`config.mk`:
```
export PLATFORM = sky130hd
export DESIGN_NAME = hmpq_ctrl
export DESIGN_NICKNAME = d
export VERILOG_FILES = /design/src/hdl/hmpq_pkg.sv /design/src/hdl/hmpq_cmp.sv /design/src/hdl/hmpq_ctrl.sv
export SDC_FILE = /design/constraint.sdc
export NUM_CORES = 1
export LEC_CHECK = 0
export BUFFER_PORTS_ARGS = -buffer_cell sky130_fd_sc_hd__buf_2
export CORE_MARGIN = 4
export CORE_UTILIZATION = 50
export CTS_CLUSTER_DIAMETER = 200
export DETAILED_ROUTE_END_ITERATION = 8
export PLACE_DENSITY_LB_ADDON = 0.25
export SLEW_MARGIN = 20
export SYNTH_ARGS = -nofsm -noshare
export SYNTH_HDL_FRONTEND = slang
export SYNTH_SLANG_ARGS = --single-unit
```
`constraint.sdc`:
```
create_clock -name clk -period 7.3 [get_ports clk]
set_clock_uncertainty 0.1 [all_clocks]
set_input_delay 1.46 -clock clk [delete_from_list [all_inputs] [get_ports clk]]
set_output_delay 1.46 -clock clk [all_outputs]
set_load 0.005 [all_outputs]
```
`src/hdl/hmpq_pkg.sv`:
```
// Shared types and codes of the max-heap priority queue.
// Used by the channel payloads, the sequencer, the top level and the checker.
package hmpq_pkg;

	localparam int KEY_W = 32;
	localparam int OPC_W = 2;
	localparam int POS_W = 6;
	localparam int CAP_W = 7;
	localparam int STS_W = 2;
	localparam int CNT_W = 7;

	localparam logic [OPC_W-1:0] OP_INSERT  = 2'd0;
	localparam logic [OPC_W-1:0] OP_EXTRACT = 2'd1;
	localparam logic [OPC_W-1:0] OP_CHANGE  = 2'd2;

	localparam logic [STS_W-1:0] ST_OK    = 2'd0;
	localparam logic [STS_W-1:0] ST_FULL  = 2'd1;
	localparam logic [STS_W-1:0] ST_EMPTY = 2'd2;
	localparam logic [STS_W-1:0] ST_RANGE = 2'd3;

	localparam logic [CAP_W-1:0] CAP_RESET = 7'd64;

	typedef logic signed [KEY_W-1:0] key_t;

	typedef struct packed {
		logic [OPC_W-1:0] opcode;
		key_t             key_value;
		logic [POS_W-1:0] position;
	} req_t;

	typedef struct packed {
		logic [STS_W-1:0] status;
		key_t             extracted_key;
		key_t             top_key;
		logic [CNT_W-1:0] entry_count;
	} rsp_t;

	typedef struct packed {
		logic [CAP_W-1:0] capacity_limit;
	} cfg_t;

endpackage

```
`src/hdl/hmpq_cmp.sv`:
```
// Shared signed key comparator used by every sift step.
// Depends on hmpq_pkg for the key type.
module hmpq_cmp import hmpq_pkg::*; (
	input  key_t a,
	input  key_t b,
	output logic lt,
	output logic eq
);
	assign lt = (a < b);
	assign eq = (a == b);
endmodule

```
`src/hdl/hmpq_ctrl.sv`:
```
// Sequencer that runs insert, extract and change-priority over the store.
// Depends on hmpq_pkg and instantiates the shared comparator hmpq_cmp.
module hmpq_ctrl import hmpq_pkg::*; #(
	parameter int DEPTH = 64,
	localparam int AW = $clog2(DEPTH),
	localparam int CW = $clog2(DEPTH + 1)
) (
	input  logic             clk,
	input  logic             arst_n,
	input  logic             in_valid,
	input  req_t             in_item,
	output logic             in_ready,
	input  logic [CAP_W-1:0] cap,
	input  logic             res_free,
	output logic             done,
	output rsp_t             result,
	output logic             mem_we,
	output logic [AW-1:0]    mem_waddr,
	output key_t             mem_wdata,
	output logic [AW-1:0]    mem_raddr,
	input  key_t             mem_rdata
);
	localparam int XW = AW + 2;
	localparam int WW = (CW > CAP_W) ? CW : CAP_W;

	typedef enum logic [9:0] {
		S_IDLE    = 10'b00_0000_0001,
		S_LAST_RD = 10'b00_0000_0010,
		S_CH_CMP  = 10'b00_0000_0100,
		S_UP_RD   = 10'b00_0000_1000,
		S_UP_CMP  = 10'b00_0001_0000,
		S_DN_RDL  = 10'b00_0010_0000,
		S_DN_RDR  = 10'b00_0100_0000,
		S_DN_CMPR = 10'b00_1000_0000,
		S_DN_WR   = 10'b01_0000_0000,
		S_FINISH  = 10'b10_0000_0000
	} state_t;

	state_t           state_q;
	logic [CW-1:0]    count_q;
	logic [AW-1:0]    idx_q;
	logic [AW-1:0]    best_idx_q;
	logic             moved_q;
	key_t             key_q;
	key_t             best_val_q;
	key_t             top_q;
	key_t             ext_q;
	logic [STS_W-1:0] st_q;

	logic [CW-1:0] cnt_dec;
	logic [AW-1:0] parent;
	logic [XW-1:0] left;
	logic [XW-1:0] right;
	logic          left_in;
	logic          right_in;
	logic          full;
	logic          pos_out;
	key_t          cmp_a;
	key_t          cmp_b;
	logic          lt;
	logic          eq;

	assign cnt_dec  = count_q - CW'(1);
	assign parent   = AW'(idx_q - AW'(1)) >> 1;
	assign left     = XW'({idx_q, 1'b1});
	assign right    = left + XW'(1);
	assign left_in  = (left < XW'(count_q));
	assign right_in = (right < XW'(count_q));
	assign full     = (WW'(count_q) >= WW'(cap)) || (count_q >= CW'(DEPTH));
	assign pos_out  = (WW'(in_item.position) >= WW'(count_q));

	// Operand selection for the one comparator.
	always_comb begin
		cmp_a = key_q;
		cmp_b = mem_rdata;
		if (state_q == S_CH_CMP || state_q == S_UP_CMP) begin
			cmp_a = mem_rdata;
			cmp_b = key_q;
		end else if (state_q == S_DN_CMPR) begin
			cmp_a = best_val_q;
		end
	end

	hmpq_cmp u_cmp (
		.a  (cmp_a),
		.b  (cmp_b),
		.lt (lt),
		.eq (eq)
	);

	// The sifted key rides in key_q; displaced entries are written into the hole.
	always_comb begin
		mem_we    = 1'b0;
		mem_waddr = idx_q;
		mem_wdata = key_q;
		mem_raddr = '0;
		unique case (state_q)
			S_IDLE: begin
				if (in_item.opcode == OP_EXTRACT) begin
					mem_raddr = cnt_dec[AW-1:0];
				end else begin
					mem_raddr = AW'(in_item.position);
				end
			end
			S_UP_RD: begin
				mem_raddr = parent;
				mem_we    = (idx_q == '0);
			end
			S_UP_CMP: begin
				mem_we = 1'b1;
				if (lt) begin
					mem_wdata = mem_rdata;
				end
			end
			S_DN_RDL: begin
				mem_raddr = left[AW-1:0];
				mem_we    = !left_in;
			end
			S_DN_RDR: begin
				mem_raddr = right[AW-1:0];
			end
			S_DN_WR: begin
				mem_we = 1'b1;
				if (moved_q) begin
					mem_wdata = best_val_q;
				end
			end
			default: begin
			end
		endcase
	end

	always_ff @(posedge clk or negedge arst_n) begin
		if (!arst_n) begin
			state_q <= S_IDLE;
			count_q <= '0;
		end else begin
			unique case (state_q)
				S_IDLE: begin
					if (in_valid) begin
						key_q <= in_item.key_value;
						unique case (in_item.opcode)
							OP_INSERT: begin
								ext_q <= '0;
								if (full) begin
									st_q    <= ST_FULL;
									state_q <= S_FINISH;
								end else begin
									st_q    <= ST_OK;
									idx_q   <= count_q[AW-1:0];
									count_q <= count_q + CW'(1);
									state_q <= S_UP_RD;
								end
							end
							OP_EXTRACT: begin
								if (count_q == '0) begin
									st_q    <= ST_EMPTY;
									ext_q   <= '0;
									state_q <= S_FINISH;
								end else begin
									st_q    <= ST_OK;
									ext_q   <= top_q;
									count_q <= cnt_dec;
									idx_q   <= '0;
									state_q <= (cnt_dec == '0) ? S_FINISH : S_LAST_RD;
								end
							end
							OP_CHANGE: begin
								ext_q <= '0;
								if (pos_out) begin
									st_q    <= ST_RANGE;
									state_q <= S_FINISH;
								end else begin
									st_q    <= ST_OK;
									idx_q   <= AW'(in_item.position);
									state_q <= S_CH_CMP;
								end
							end
							default: begin
								st_q    <= ST_OK;
								ext_q   <= '0;
								state_q <= S_FINISH;
							end
						endcase
					end
				end
				S_LAST_RD: begin
					key_q   <= mem_rdata;
					state_q <= S_DN_RDL;
				end
				S_CH_CMP: begin
					if (lt) begin
						state_q <= S_UP_RD;
					end else if (eq) begin
						state_q <= S_FINISH;
					end else begin
						state_q <= S_DN_RDL;
					end
				end
				S_UP_RD: begin
					state_q <= (idx_q == '0) ? S_FINISH : S_UP_CMP;
				end
				S_UP_CMP: begin
					if (lt) begin
						idx_q   <= parent;
						state_q <= S_UP_RD;
					end else begin
						state_q <= S_FINISH;
					end
				end
				S_DN_RDL: begin
					state_q <= left_in ? S_DN_RDR : S_FINISH;
				end
				S_DN_RDR: begin
					if (lt) begin
						best_val_q <= mem_rdata;
						best_idx_q <= left[AW-1:0];
						moved_q    <= 1'b1;
					end else begin
						best_val_q <= key_q;
						moved_q    <= 1'b0;
					end
					state_q <= right_in ? S_DN_CMPR : S_DN_WR;
				end
				S_DN_CMPR: begin
					if (lt) begin
						best_val_q <= mem_rdata;
						best_idx_q <= right[AW-1:0];
						moved_q    <= 1'b1;
					end
					state_q <= S_DN_WR;
				end
				S_DN_WR: begin
					if (moved_q) begin
						idx_q   <= best_idx_q;
						state_q <= S_DN_RDL;
					end else begin
						state_q <= S_FINISH;
					end
				end
				S_FINISH: begin
					if (res_free) begin
						state_q <= S_IDLE;
					end
				end
				default: begin
					state_q <= S_IDLE;
				end
			endcase
		end
	end

	// Copy of the root so that results and extracts need no extra read.
	always_ff @(posedge clk) begin
		if (mem_we && mem_waddr == '0) begin
			top_q <= mem_wdata;
		end
	end

	assign in_ready = (state_q == S_IDLE);
	assign done     = (state_q == S_FINISH) && res_free;

	assign result.status        = st_q;
	assign result.extracted_key = ext_q;
	assign result.top_key       = (count_q != '0) ? top_q : key_t'(0);
	assign result.entry_count   = CNT_W'(count_q);
endmodule

```
### Word-level counts from Yosys, hierarchy flattened

Cells that the tools add are included.

| cells by class | value |
|---|---|
| bitwise logic cells | 1 |
| add/subtract/negate cells | 4 |
| reductions and logical operators | 23 |
| mux-type cells | 50 |
| eq/ne operators | 25 |
| $lt $le $gt $ge | 6 |

Operators with widths:

| kind | number |
|---|---|
| $mux 32 | 8 |
| $pmux 32 s2 | 3 |
| $mux 10 | 12 |
| $pmux 10 s10 | 1 |
| $mux 6 | 9 |
| $pmux 6 s3 | 2 |
| $eq 32x32->1 | 1 |
| $lt 32x32->1 | 1 |
| $pmux 10 s3 | 1 |
| $pmux 6 s4 | 1 |
| $ne 2x2->1 const B | 8 |
| $logic_not 7->1 | 2 |
| $mux 7 | 2 |
| $pmux 7 s2 | 1 |
| $pmux 6 s2 | 1 |
| $eq 10x1->1 const B | 1 |
| $eq 10x10->1 const B | 1 |
| $eq 10x2->1 const B | 1 |
| $eq 10x3->1 const B | 1 |
| $eq 10x4->1 const B | 1 |
| $eq 10x5->1 const B | 1 |
| $eq 10x6->1 const B | 1 |
| $eq 10x7->1 const B | 1 |
| $eq 10x8->1 const B | 1 |
| other kinds (35) | 47 |

| storage, ports and cells | value |
|---|---|
| input bits | 83 |
| bits in registers | 160 |

### Depth between registers and ports, before layout

Gate-level depths: netlist (run 1).

| logic depth | value |
|---|---|
| depth after elaboration | 7 |
| depth in mapped cells | 17 |
| gate-level depth less buffers | 15 |

### By module

A second synthesis (run 1) with hierarchy kept.

| second synthesis, totals | value |
|---|---|
| cells, all modules | 1119 |
| area, all modules | 10695.3 µm² |

Modules (own cells, without submodules):

| module | times used | cells each | area an instance (µm²) | seq. area each (µm²) |
|---|---|---|---|---|
| hmpq_ctrl | 1 | 1006 | 9874.5 | 4720.8 |
| hmpq_cmp | 1 | 113 | 820.8 | 0.0 |

### Least setup slack after synthesis (run 1)

Ideal clock, no wire load.

| path | value |
|---|---|
| path kind | register -> output |
| start point | register state_q[8] |
| end point | output mem_wdata[0] |
| path buffers | 4 |
| cell stages (with the launch flop) | 18 |
| setup slack | 1.443 ns |
| required time | 5.740 ns |
| arrival time | 4.297 ns |
| cell sequence | dfrtp_1 or4_4 nor3_2 and3_1 clkbuf_1 buf_4 clkbuf_4 mux2i_1 o21ai_0 ha_1 nand4_1 or4_1 a21o_1 a31o_2 mux2i_2 mux2i_4 buf_6 a21o_1 |

| between the ends | value |
|---|---|
| longest elaborated chain between the ends | 6 |
| elaborated cells between the ends (all ways) | 11 |
| those cells by class | 1 x order compare; 4 x eq/ne; 5 x mux; 1 x reduce/logical |

RTL lines:

| element | line | RTL |
|---|---|---|
| from (decl) | hmpq_ctrl.sv:39 | `state_t state_q;` |
| from (signal assigned) | hmpq_ctrl.sv:165 | `state_q <= (cnt_dec == '0) ? S_FINISH : S_LAST_RD;` |
| from (signal assigned) | hmpq_ctrl.sv:201 | `state_q <= (idx_q == '0) ? S_FINISH : S_UP_CMP;` |
| from (signal assigned) | hmpq_ctrl.sv:212 | `state_q <= left_in ? S_DN_RDR : S_FINISH;` |
| $eq 10x8->1, or another cell as far along | hmpq_ctrl.sv:79 | `end else if (state_q == S_DN_CMPR) begin` |
| $mux 32 or $logic_or 1x1->1 (tied branches) | hmpq_ctrl.sv:79, hmpq_ctrl.sv:76 |  |
| $mux 32 | hmpq_ctrl.sv:76 | `if (state_q == S_CH_CMP \|\| state_q == S_UP_CMP) begin` |
| $lt 32x32->1 | hmpq_cmp.sv:9 | `assign lt = (a < b);` |
| $mux 32 | hmpq_ctrl.sv:111 | `if (lt) begin` |
| $pmux 32 s2 (*) | hmpq_ctrl.sv:97 | `unique case (state_q)` |
| to (decl) | hmpq_ctrl.sv:19 | `output key_t mem_wdata,` |

Mark *: on every way between the ends. The rest lies on a longest branch, timed or not.

### Worst setup path in the final report (run 1)

| path | value |
|---|---|
| start point | register state_q[8] |
| end point | output mem_wdata[17] |

The elaborated chain is that of the path after synthesis.

==> results of run 1 <==
==> layout make-up <==
| cell class | instances | share of cell area |
|---|---|---|
| clock buffers | 17 | 0.03441 |
| clock inverters | 15 | 0.01528 |
| inverters | 23 | 0.006982 |
| multi-input cells | 687 | 0.4417 |
| flip-flops and latches | 160 | 0.3818 |
| well taps | 270 | 0.02732 |
| repair buffers | 217 | 0.09249 |
==> per-layer routing <==
layer,global-route usage,vias to the layer above,routed length [um]
met5,0,-,13
met4,0.07594,2,600
met3,0.05739,47,2366
met2,0.3482,356,12360
met1,0.3471,3931,13130
li1,-,3864,-
==> metrics by stage <==
step | hold slack (ns) | setup slack, ns
after floorplan | 0.3963 | 1.443
after global placement | 0.4018 | 0.4843
after detailed placement | 0.4083 | 0.3753
after CTS | 0.4308 | 0.02112
after global routing | 0.4672 | 0.09321
final | 0.4283 | 0.2941
==> sequential cells by signal (all words and copies together) (netlist names) <==
name,flops
state_q,10
st_q,2
best_idx_q,6
moved_q,1
best_val_q,32
count_q,7
ext_q,32
mem_waddr,6
top_q,32
key_q,32
==> worst max-delay path, cell delays in order, from the launching register on <==
cell and delay (ns):
dfrtp_1 0.42, or4_4 0.58, nor4b_4 0.36, nand3b_4 0.30
nand2_8 0.33, buf_4 0.24, nand2_1 0.07, o21ai_0 0.09
ha_1 0.19, nand4_1 0.12, or4_1 0.53, a21o_1 0.18
a31o_2 0.30, mux2i_4 0.24, mux2i_4 0.55, a21o_1 0.31
buf_2 0.16
==> final timing paths <==
path / endpoint / slack [ns] / from / depth (start not counted)
setup / recovery: mem_wdata[17] / 0.29 / state_q[8] / 16
hold / removal: mem_waddr[5] / 0.43 / best_idx_q[5] / 2
setup reg to reg: mem_waddr[4] / 1.80 / state_q[8] / 13
hold reg to reg: mem_waddr[5] / 0.43 / best_idx_q[5] / 2
max in group asynchronous: state_q[0] / 5.82 / arst_n / 1
min in group asynchronous: count_q[0] / 0.91 / arst_n / 1
==> cells by family after synthesis <==
group / Yosys count / synth area share
AOI/OAI and AO/OA: 203 / 0.1294
buffers and inverters: 76 / 0.03733
DFF: 160 / 0.4500
and+or+nand+nor: 259 / 0.1359
muxes: 132 / 0.1466
xor gates and xnor gates: 25 / 0.02087
adders and majority gates: 67 / 0.07991
==> placed cells by master, fill, tap and decap left out, types with 3 or more instances in the layout <==
cell type and n:
nand3_1 20, o221ai_1 5, mux2i_4 3, buf_2 202, nor3_1 12, or3b_2 3
buf_4 14, nand2b_1 3, xnor2_1 19, nor2_1 29, mux2_4 30, dfrtp_1 16
o211ai_1 5, a22o_1 32, nand2_1 71, inv_1 22, inv_8 3, nand4b_1 3
and2_1 34, a221o_1 5, clkinv_8 6, clkbuf_16 17, xor2_1 6, nor2b_1 9
edfxtp_1 143, o21ai_0 59, mux2_2 37, ha_1 67, o21a_1 6, and3_1 37
or4_1 3, a21oi_1 31, o22ai_1 4, inv_6 3, nand4_1 15, mux2i_1 62
a21o_1 37
==> where the power goes <==
part / internal, mW / leakage, nW / switching, mW
registers: 1.14 / 1.53 / 0.118
clock network: 0.466 / 0.290 / 0.447
logic: 0.549 / 3.28 / 0.637
total: 2.15 / 5.10 / 1.20
==> repair_timing <==
action	CTS	global route
resized for setup	1	4
pin swaps	0	0
setup endpoints to repair	32	32
cloned	1	0
hold endpoints to repair	0	0
==> results.ini, run 1 <==
[routing]
num_vias=8200
drt-total-wl_um=28470
drc=0
drtIter0Drc=670
drt_first_pass_iters=5
detail-route-antenna-nets=0
routedWlPerCell_um=20.49
viasPerCell=5.904

[floorplanning]
ios=203
rows=52
initial_utilization=0.5135
die_w_um=152.8
fp.dieH_um=152.8
dieArea_um2=23360
coreArea_um2=20430

[finish]
finish.utilization=0.6052
drive_above_1_share=0.3056
multi_input_area_um2=5461
nFillCells=1695
final_cells=1389
diodes=0
syn_to_final_growth_pct=17.87
nNetsFinal=1256
finish.instance_area_um2=12360
regArea_um2=4721

[worst_setup_path]
worstSetupPathType=register to output port
critPathCaptureType=output port
cp_data_arrival_time_ns=5.45
cp_max_fo=41
startpoint_type=register
crit_required_ns=5.74

[timing]
fmax_ghz=0.1427
setup-tns-final_ns=0
rsz0062_at_grt=false
post-route-period-util=0.9597
min_period_ns=7.006
setup-violations-final=0
finalHoldViolCount=0
relSlewSlack=0.3392
slew_viol_final=0
worst_pin_slew_ns=0.9852

[global_route]
gr-usage-all-layers=0.2370
grt_pass1_vias=7698
antenna_found_initial=2
grt_pass1_wl_um=43860
grt.overflow.total=0
grt_max_degree=67

[yosys]
synth_seq_cells=160
ys_warn_count=0
yosysMostFrequentCell=edfxtp_1
synth_area_per_cell_um2=11.38
ys.flop_type=edfxtp_1
netlist_instances=922
synth_enable_flop_cells=143
synth_area_leaders=edfxtp_1 (41%), ha_1 (8.0%), mux2i_1 (5.9%)
synth_nets=1072
synthesis.area_um2=10490
synth-seq-area-share=0.4500
synthArstFlopShare=0.1063
yosysTopAreaCellShare=0.4094
yosysTopAreaCell=edfxtp_1
synth_cell_types=69
ys_top_cells_by_count=edfxtp_1 (143), nand2_1 (72), ha_1 (67), mux2i_1 (62), o21ai_0 (59)

[clocking]
clock_sinks=160
clock_latency_ns=0.44
postCtsSetupBuffers=0
clk_path_buf_depth=2
hold_buffers=0
cts_made_buffers=17
clkTransAtPathRegs_ns=0.07
cts_root_buffer=clkbuf_16
h-tree-depth=4
cts_tree=built

[place]
dp.cells=1355
placed_cell_area_um2=11670
hpwlAfterDp_um=20810
gp_congestion=0.9248
port_buffers=202

[run_status]
status=finished clean

[pwr]
power_leakage_nw=5.096
vdd_drop_max_mv=0.1591
p_per_area_nw_per_um2=271.4
power_mw=3.356

[min_path]
hp-class=register to register

[job]
maxCapViolCount=0

Note: power is estimated with default switching activity, not from simulation.
==> run 2: changes to the inputs <==
ABC_AREA = 1   (was default)
BUFFER_PORTS_ARGS = default   (was -buffer_cell sky130_fd_sc_hd__buf_2)
DONT_BUFFER_PORTS = 1   (was default)
==> run 2 against run 1 <==
Effect of this change: clock power up 1%; area after synthesis is 1.8% higher; combinational power increased by 37%; worst hold slack gained 0.045 ns; global-route usage grew 1.5 points; via count rose by 9.5%; synthesized cell count grew 39%; largest cell class unchanged.
==> results.ini, run 2 <==
[finish]
diodes=0  ; unchanged
drive_above_1_share=0.07778  ; -0.2279
final_cell_mix=nand2_1 (250), inv_1 (180), edfxtp_1 (143), o21ai_0 (119), nor2_1 (102)
final_common_cell=nand2_1
syn_to_final_growth_pct=7.147
nFillCells=1927  ; +14%
nNetsFinal=1397  ; +11%

[yosys]
synth_cell_types=52  ; -25%
synth-seq-area-share=0.4421  ; -0.007962
synth_seq_cells=160  ; unchanged
yosys.area_share.adder=0.07850  ; -0.001414
ys_warn_count=0  ; unchanged
synth_area_per_cell_um2=8.343  ; -27%
yosysTopAreaCell=edfxtp_1
synthArstFlopShare=0.1063  ; unchanged
yosysTopAreaCellShare=0.4021  ; -0.007242
ys_top_cells_by_count=nand2_1 (251), inv_1 (180), edfxtp_1 (143), o21ai_0 (119), nor2_1 (103)
synthMuxAreaShare=0.001992  ; -0.1446
synthXorXnorAreaFrac=0.01476  ; -0.006110
yosysMostFrequentCell=nand2_1
ys.flop_type=edfxtp_1
synth_nets=1430  ; +33%
synth_simple_gate_area_share=0.1871  ; +0.05126
synth_compound_area_frac=0.1761  ; +0.04669
synth_top_family_by_area=simple AND/OR/NAND/NOR gates
netlist_instances=1280  ; +39%
synthesis.area_um2=10680  ; +1.8%
synth_area_leaders=edfxtp_1 (40%), nand2_1 (8.8%), ha_1 (7.9%)
synth_enable_flop_cells=143  ; unchanged

[floorplanning]
dieArea_um2=23760  ; +1.7%
rows=53  ; +1.9%
fp.dieH_um=154.1  ; +0.85%
initial_utilization=0.5080  ; -0.005468
die_w_um=154.1  ; +0.85%
coreArea_um2=21020  ; +2.9%
ios=203  ; unchanged

[routing]
num_vias=8983  ; +9.5%
routedWlPerCell_um=19.91  ; -2.9%
drt-total-wl_um=30560  ; +7.3%
viasPerCell=5.852  ; -0.87%
drc=0  ; unchanged
drt_first_pass_iters=5  ; unchanged
drtIter0Drc=911  ; +36%
detail-route-antenna-nets=0  ; unchanged

[clocking]
ctsResizeCount=0  ; -1
postCtsSetupBuffers=0  ; unchanged
clock_sinks=160  ; unchanged
h-tree-depth=4  ; unchanged
clkTransAtPathRegs_ns=0.08  ; about the same
hold_buffers=0  ; unchanged
clock_latency_ns=0.44  ; about the same
cts_made_buffers=17  ; unchanged
cts_root_buffer=clkbuf_16
clk_path_buf_depth=2  ; unchanged
cts_tree=built

[place]
port_buffers=0  ; -100%
gp_congestion=0.9563  ; +3.4%
hpwlAfterDp_um=21980  ; +5.6%

[global_route]
grt_pass1_vias=8317  ; +8.0%
grt.overflow.total=0  ; unchanged
gr-usage-met3=0.07487  ; +0.01747
use_met2=0.3758  ; +0.02768
grt_max_degree=89  ; +33%
gr-usage-all-layers=0.2515  ; +0.01450
antenna_found_initial=2  ; unchanged
grt_busiest_layer=met2
grt_pass1_wl_um=47340  ; +7.9%
globalRouteMet1Util=0.3610  ; +0.01397

[timing]
setup-tns-final_ns=0  ; unchanged
min_period_ns=6.524  ; -0.4821 ns
worst_pin_slew_ns=1.143  ; +0.1580 ns
relSlewSlack=0.2350  ; -0.1043
finalHoldViolCount=0  ; unchanged
post-route-period-util=0.8937  ; -0.06604
setup-violations-final=0  ; unchanged
whs_ns=0.4734  ; +0.04513 ns
fmax_ghz=0.1533  ; +7.4%
rsz0062_at_grt=false
slew_viol_final=0  ; unchanged

[worst_setup_path]
slowest_delay_ns=0.65  ; +0.07 ns
critical-path-top-delay-family=simple AND/OR/NAND/NOR gates
cp_data_arrival_time_ns=4.96  ; -0.49 ns
r2r_slack_ns=2.01  ; +0.21 ns
cp_num_buf_inv=3  ; +1
startpoint_type=register
critPathCaptureType=output port
cp_max_fo=88  ; +110%
crit_required_ns=5.74  ; about the same
crit_chain=nor2_2 -> nand2_1 -> inv_1 -> nand4_1 -> nand2_4 -> inv_4 -> o21ai_0 -> o22ai_1 -> ha_1 -> a21oi_1 -> o21a_1 -> nand2_1 -> a21oi_2 -> nand3_1 -> nand2_4 -> inv_6 -> nand2_2 -> o21ai_1 -> o21ai_1
cp_slowest_cell=inv_4
worstSetupPathType=register to output port

[run_status]
status=finished clean

[pwr]
power_mw=3.921  ; +17%
p_per_area_nw_per_um2=342.7  ; +26%
power_leakage_nw=5.040  ; -1.1%
vdd_drop_max_mv=0.2176  ; +37%

[min_path]
hp-class=register to register

[job]
maxCapViolCount=0  ; unchanged

-- run 2: layer usage --
metal	routed length, um	vias up
met3	3148	33
met2	13370	431
met5	20	-
met4	469	2
met1	13550	4205
li1	-	4312
-- run 2: per-stage QoR --
step / cell area (um^2) / utilization / cells / setup WS [ns]
after floorplan: 10680 / - / 1280 / 2.229
after global placement: 10790 / 0.5131 / 1502 / 1.410
after detailed placement: 10790 / 0.5131 / 1502 / 1.367
after CTS: 11410 / 0.5428 / 1534 / 0.8747
after global routing: 11440 / 0.5443 / 1535 / 0.2903
final: 11440 / 0.5443 / 1535 / 0.7762
-- run 2: worst paths after layout --
| kind | depth (start not counted) | from | endpoint |
|---|---|---|---|
| min | 2 | top_q[19] | ext_q[19] |
| min reg2reg | 2 | top_q[19] | ext_q[19] |
| max in group asynchronous | 0 | arst_n | state_q[0] |
| min in group asynchronous | 0 | arst_n | state_q[9] |
| max | 19 | state_q[6] | mem_wdata[19] |
| max reg2reg | 18 | state_q[6] | best_val_q[0] |
-- run 2: cell families after synthesis --
| group | Yosys count |
|---|---|
| mux | 2 |
| simple gates | 456 |
| fa+ha+maj | 67 |
| flops | 160 |
| xor+xnor | 18 |
| compound gates | 325 |
| buf+inv | 252 |
-- run 2: where the power goes --
group | internal [mW] | total (mW) | switching [mW]
combinational | 0.515 | 1.63 | 1.12
clock | 0.472 | 0.926 | 0.454
sequential | 1.23 | 1.36 | 0.137
total | 2.21 | 3.92 | 1.71
-- run 2: layout make-up --
cell class              instances  area [um^2]  share of cell area
flip-flops and latches        160         4721              0.4126
clock buffers                  17        425.4             0.03718
clock inverters                15        198.9             0.01739
inverters                     192        728.2             0.06364
multi-input cells             868         4945              0.4321
repair buffers                  8        80.08            0.006998
well taps                     275        344.1             0.03007
-- run 2: worst reg2reg max path, cell delays in order, from the launching register on --
cell and delay, ns:
dfrtp_1 0.43, nor2_2 0.08, nand2_1 0.18, inv_1 0.10, nand4_1 0.17, nand2_4 0.28
inv_4 0.66, o21ai_0 0.25, o22ai_1 0.17, ha_1 0.29, a21oi_1 0.18, o21a_1 0.14
nand2_1 0.06, a21oi_2 0.14, nand3_1 0.18, nand2_4 0.33, inv_6 0.24, a21oi_4 0.55
buf_4 0.42
==> run 3: changes to the inputs <==
BUFFER_PORTS_ARGS = -buffer_cell sky130_fd_sc_hd__buf_2   (was default)
DONT_BUFFER_PORTS = default   (was 1)
==> run 3 against run 2 <==
Effect of this change: clock power decreased by 2.3%; cell area increased by 9.0%; sequential cell count unchanged; critical path type unchanged; critical endpoint is now mem_wdata[16]; largest power group unchanged.
==> results.ini, run 3 (synthesized netlist as in run 2, its figures left out) <==
[run_status]
status=finished clean

[worst_setup_path]
r2r_cells=23  ; +5
crit_required_ns=5.74  ; about the same
r2r_slack_ns=1.97  ; -0.04 ns
cp_max_fo=88  ; unchanged
critPathLaunch=state_q[6]
startpoint_type=register
slowest_delay_ns=0.66  ; about the same
worstSetupPathType=register to output port
cp_slowest_cell=inv_4
cp_data_arrival_time_ns=5.12  ; +0.16 ns
crit_top_cell=nand2_1
critPathCaptureType=output port
worst_r2r_endpoint=best_val_q[1]
worstReg2RegStart=state_q[6]

[clocking]
clkTransAtPathRegs_ns=0.07  ; about the same
clk_path_buf_depth=2  ; unchanged
clock_latency_ns=0.44  ; about the same
h-tree-depth=4  ; unchanged
cts_tree=built
hold_buffers=0  ; unchanged
ctsResizeCount=0  ; unchanged
clock_sinks=160  ; unchanged
cts_made_buffers=17  ; unchanged
postCtsSetupBuffers=0  ; unchanged
cts_root_buffer=clkbuf_16

[timing]
slew_viol_final=0  ; unchanged
post-route-period-util=0.9151  ; +0.02140
finalHoldViolCount=0  ; unchanged
relSlewSlack=0.2565  ; +0.02150
setup_ws_ns=0.6200  ; -0.1562 ns
worst_pin_slew_ns=1.111  ; -0.03213 ns
setup-tns-final_ns=0  ; unchanged
rsz0062_at_grt=false
fmax_ghz=0.1497  ; -2.3%
setup-violations-final=0  ; unchanged
min_period_ns=6.680  ; +0.1562 ns

[routing]
num_vias=9709  ; +8.1%
drt-total-wl_um=31100  ; +1.8%
viasPerCell=5.583  ; -4.6%
drt_first_pass_iters=6  ; +1
drc=0  ; unchanged
drtIter0Drc=932  ; +2.3%
routedWlPerCell_um=17.88  ; -10%
detail-route-antenna-nets=0  ; unchanged

[global_route]
grt_pass1_vias=8957  ; +7.7%
gr-usage-all-layers=0.2546  ; +0.003153
grt_max_degree=89  ; unchanged
antenna_found_initial=3  ; +1
grt_pass1_wl_um=48090  ; +1.6%
grt.overflow.total=0  ; unchanged

[place]
port_buffers=202  ; +202
hpwlAfterDp_um=22220  ; +1.1%
dpl_worst_slack_ns=1.190  ; -0.1775 ns
gp_congestion=0.9357  ; -2.2%

[pwr]
p_int_mw=2.323  ; +4.9%
switchingPower_mw=1.741  ; +2.0%
seqPwrFrac=0.331  ; -0.017
clkPwrFrac=0.223  ; -0.013
vdd_drop_max_mv=0.1864  ; -14%
switching_share=0.4284  ; -0.007086
power_leakage_nw=5.859  ; +16%
pwr-share-comb=0.447  ; +0.031
p_per_area_nw_per_um2=326.0  ; -4.9%

[floorplanning]
ios=203  ; unchanged
initial_utilization=0.5080  ; unchanged
die_w_um=154.1  ; unchanged
fp.dieH_um=154.1  ; unchanged
rows=53  ; unchanged
dieArea_um2=23760  ; unchanged
coreArea_um2=21020  ; unchanged

[finish]
final_cell_mix=nand2_1 (250), buf_2 (202), inv_1 (180), edfxtp_1 (143), o21ai_0 (119)
nFillCells=1888  ; -2.0%
drive_above_1_share=0.2057  ; +0.1280
syn_to_final_growth_pct=16.75
nNetsFinal=1600  ; +15%
final_common_cell=nand2_1

[min_path]
hp-class=register to register
hold_start=top_q[17]
hold_end=ext_q[17]
hold_path_depth=2  ; unchanged

[job]
maxCapViolCount=0  ; unchanged

-- run 3: changes by cell type in the layout (fill, tap and decap cells not counted), sizes merged --
cell and change:
buf +203, diode +1, inv -1, clkinv +1
-- run 3: per-layer routing --
metal	wire [um]	GRT usage
met5	27	0
met1	13940	0.3718
met4	488	0.07569
met3	2993	0.05151
met2	13650	0.3846
-- run 3: worst max path at each step --
| stage | end | slack, ns | depth (start not counted) |
|---|---|---|---|
| after floorplan | best_val_q[0] | 2.23 | 12 |
| after global placement | mem_wdata[31] | 1.31 | 22 |
| after detailed placement | mem_wdata[16] | 1.19 | 22 |
| after CTS | mem_wdata[16] | 0.69 | 25 |
| after global routing | mem_wdata[16] | 0.22 | 23 |
| final | mem_wdata[16] | 0.62 | 25 |
-- run 3: area by class of cell --
type	instances	area, um^2	area share
antenna	1	2.502	0.0002007
clock inverter	15	183.9	0.01475
tap	275	344.1	0.02760
multi-input combinational	868	4945	0.3966
timing repair buffer	211	1119	0.08971
inverter	192	728.2	0.05840
sequential	160	4721	0.3786
clock buffer	17	425.4	0.03412
-- run 3: power groups by stage --
stage,sequential [mW],combinational [mW],clock (mW)
2_1_floorplan,1.33,1.31,0
3_3_place_gp,1.36,1.72,0
3_5_place_dp,1.36,1.77,0
4_1_cts,1.34,1.78,0.915
5_1_grt,1.36,2.03,0.953
6_report,1.34,1.82,0.905
-- run 3: critical path, delay by kind of cell (launching register included) --
kind                     cells  cell delay [ns]
AO/OA/AOI/OAI                4             0.83
adder cells (fa/ha/maj)      1             0.28
buffers and inverters        5             1.24
flip-flops                   1             0.44
AND/OR/NAND/NOR             15             1.81
-- run 3: stage by stage --
step	total power [mW]	instance area [um^2]	hold slack [ns]	utilization	std cells
detailed placement	3.130	11800	0.4514	0.5614	1704
global placement	3.076	11800	0.4462	0.5612	1704
global route	4.346	12470	0.4895	0.5931	1739
floorplan	2.639	10680	0.4368	-	1280
finish	4.064	12470	0.4664	0.5931	1739
CTS	4.037	12410	0.4667	0.5904	1736
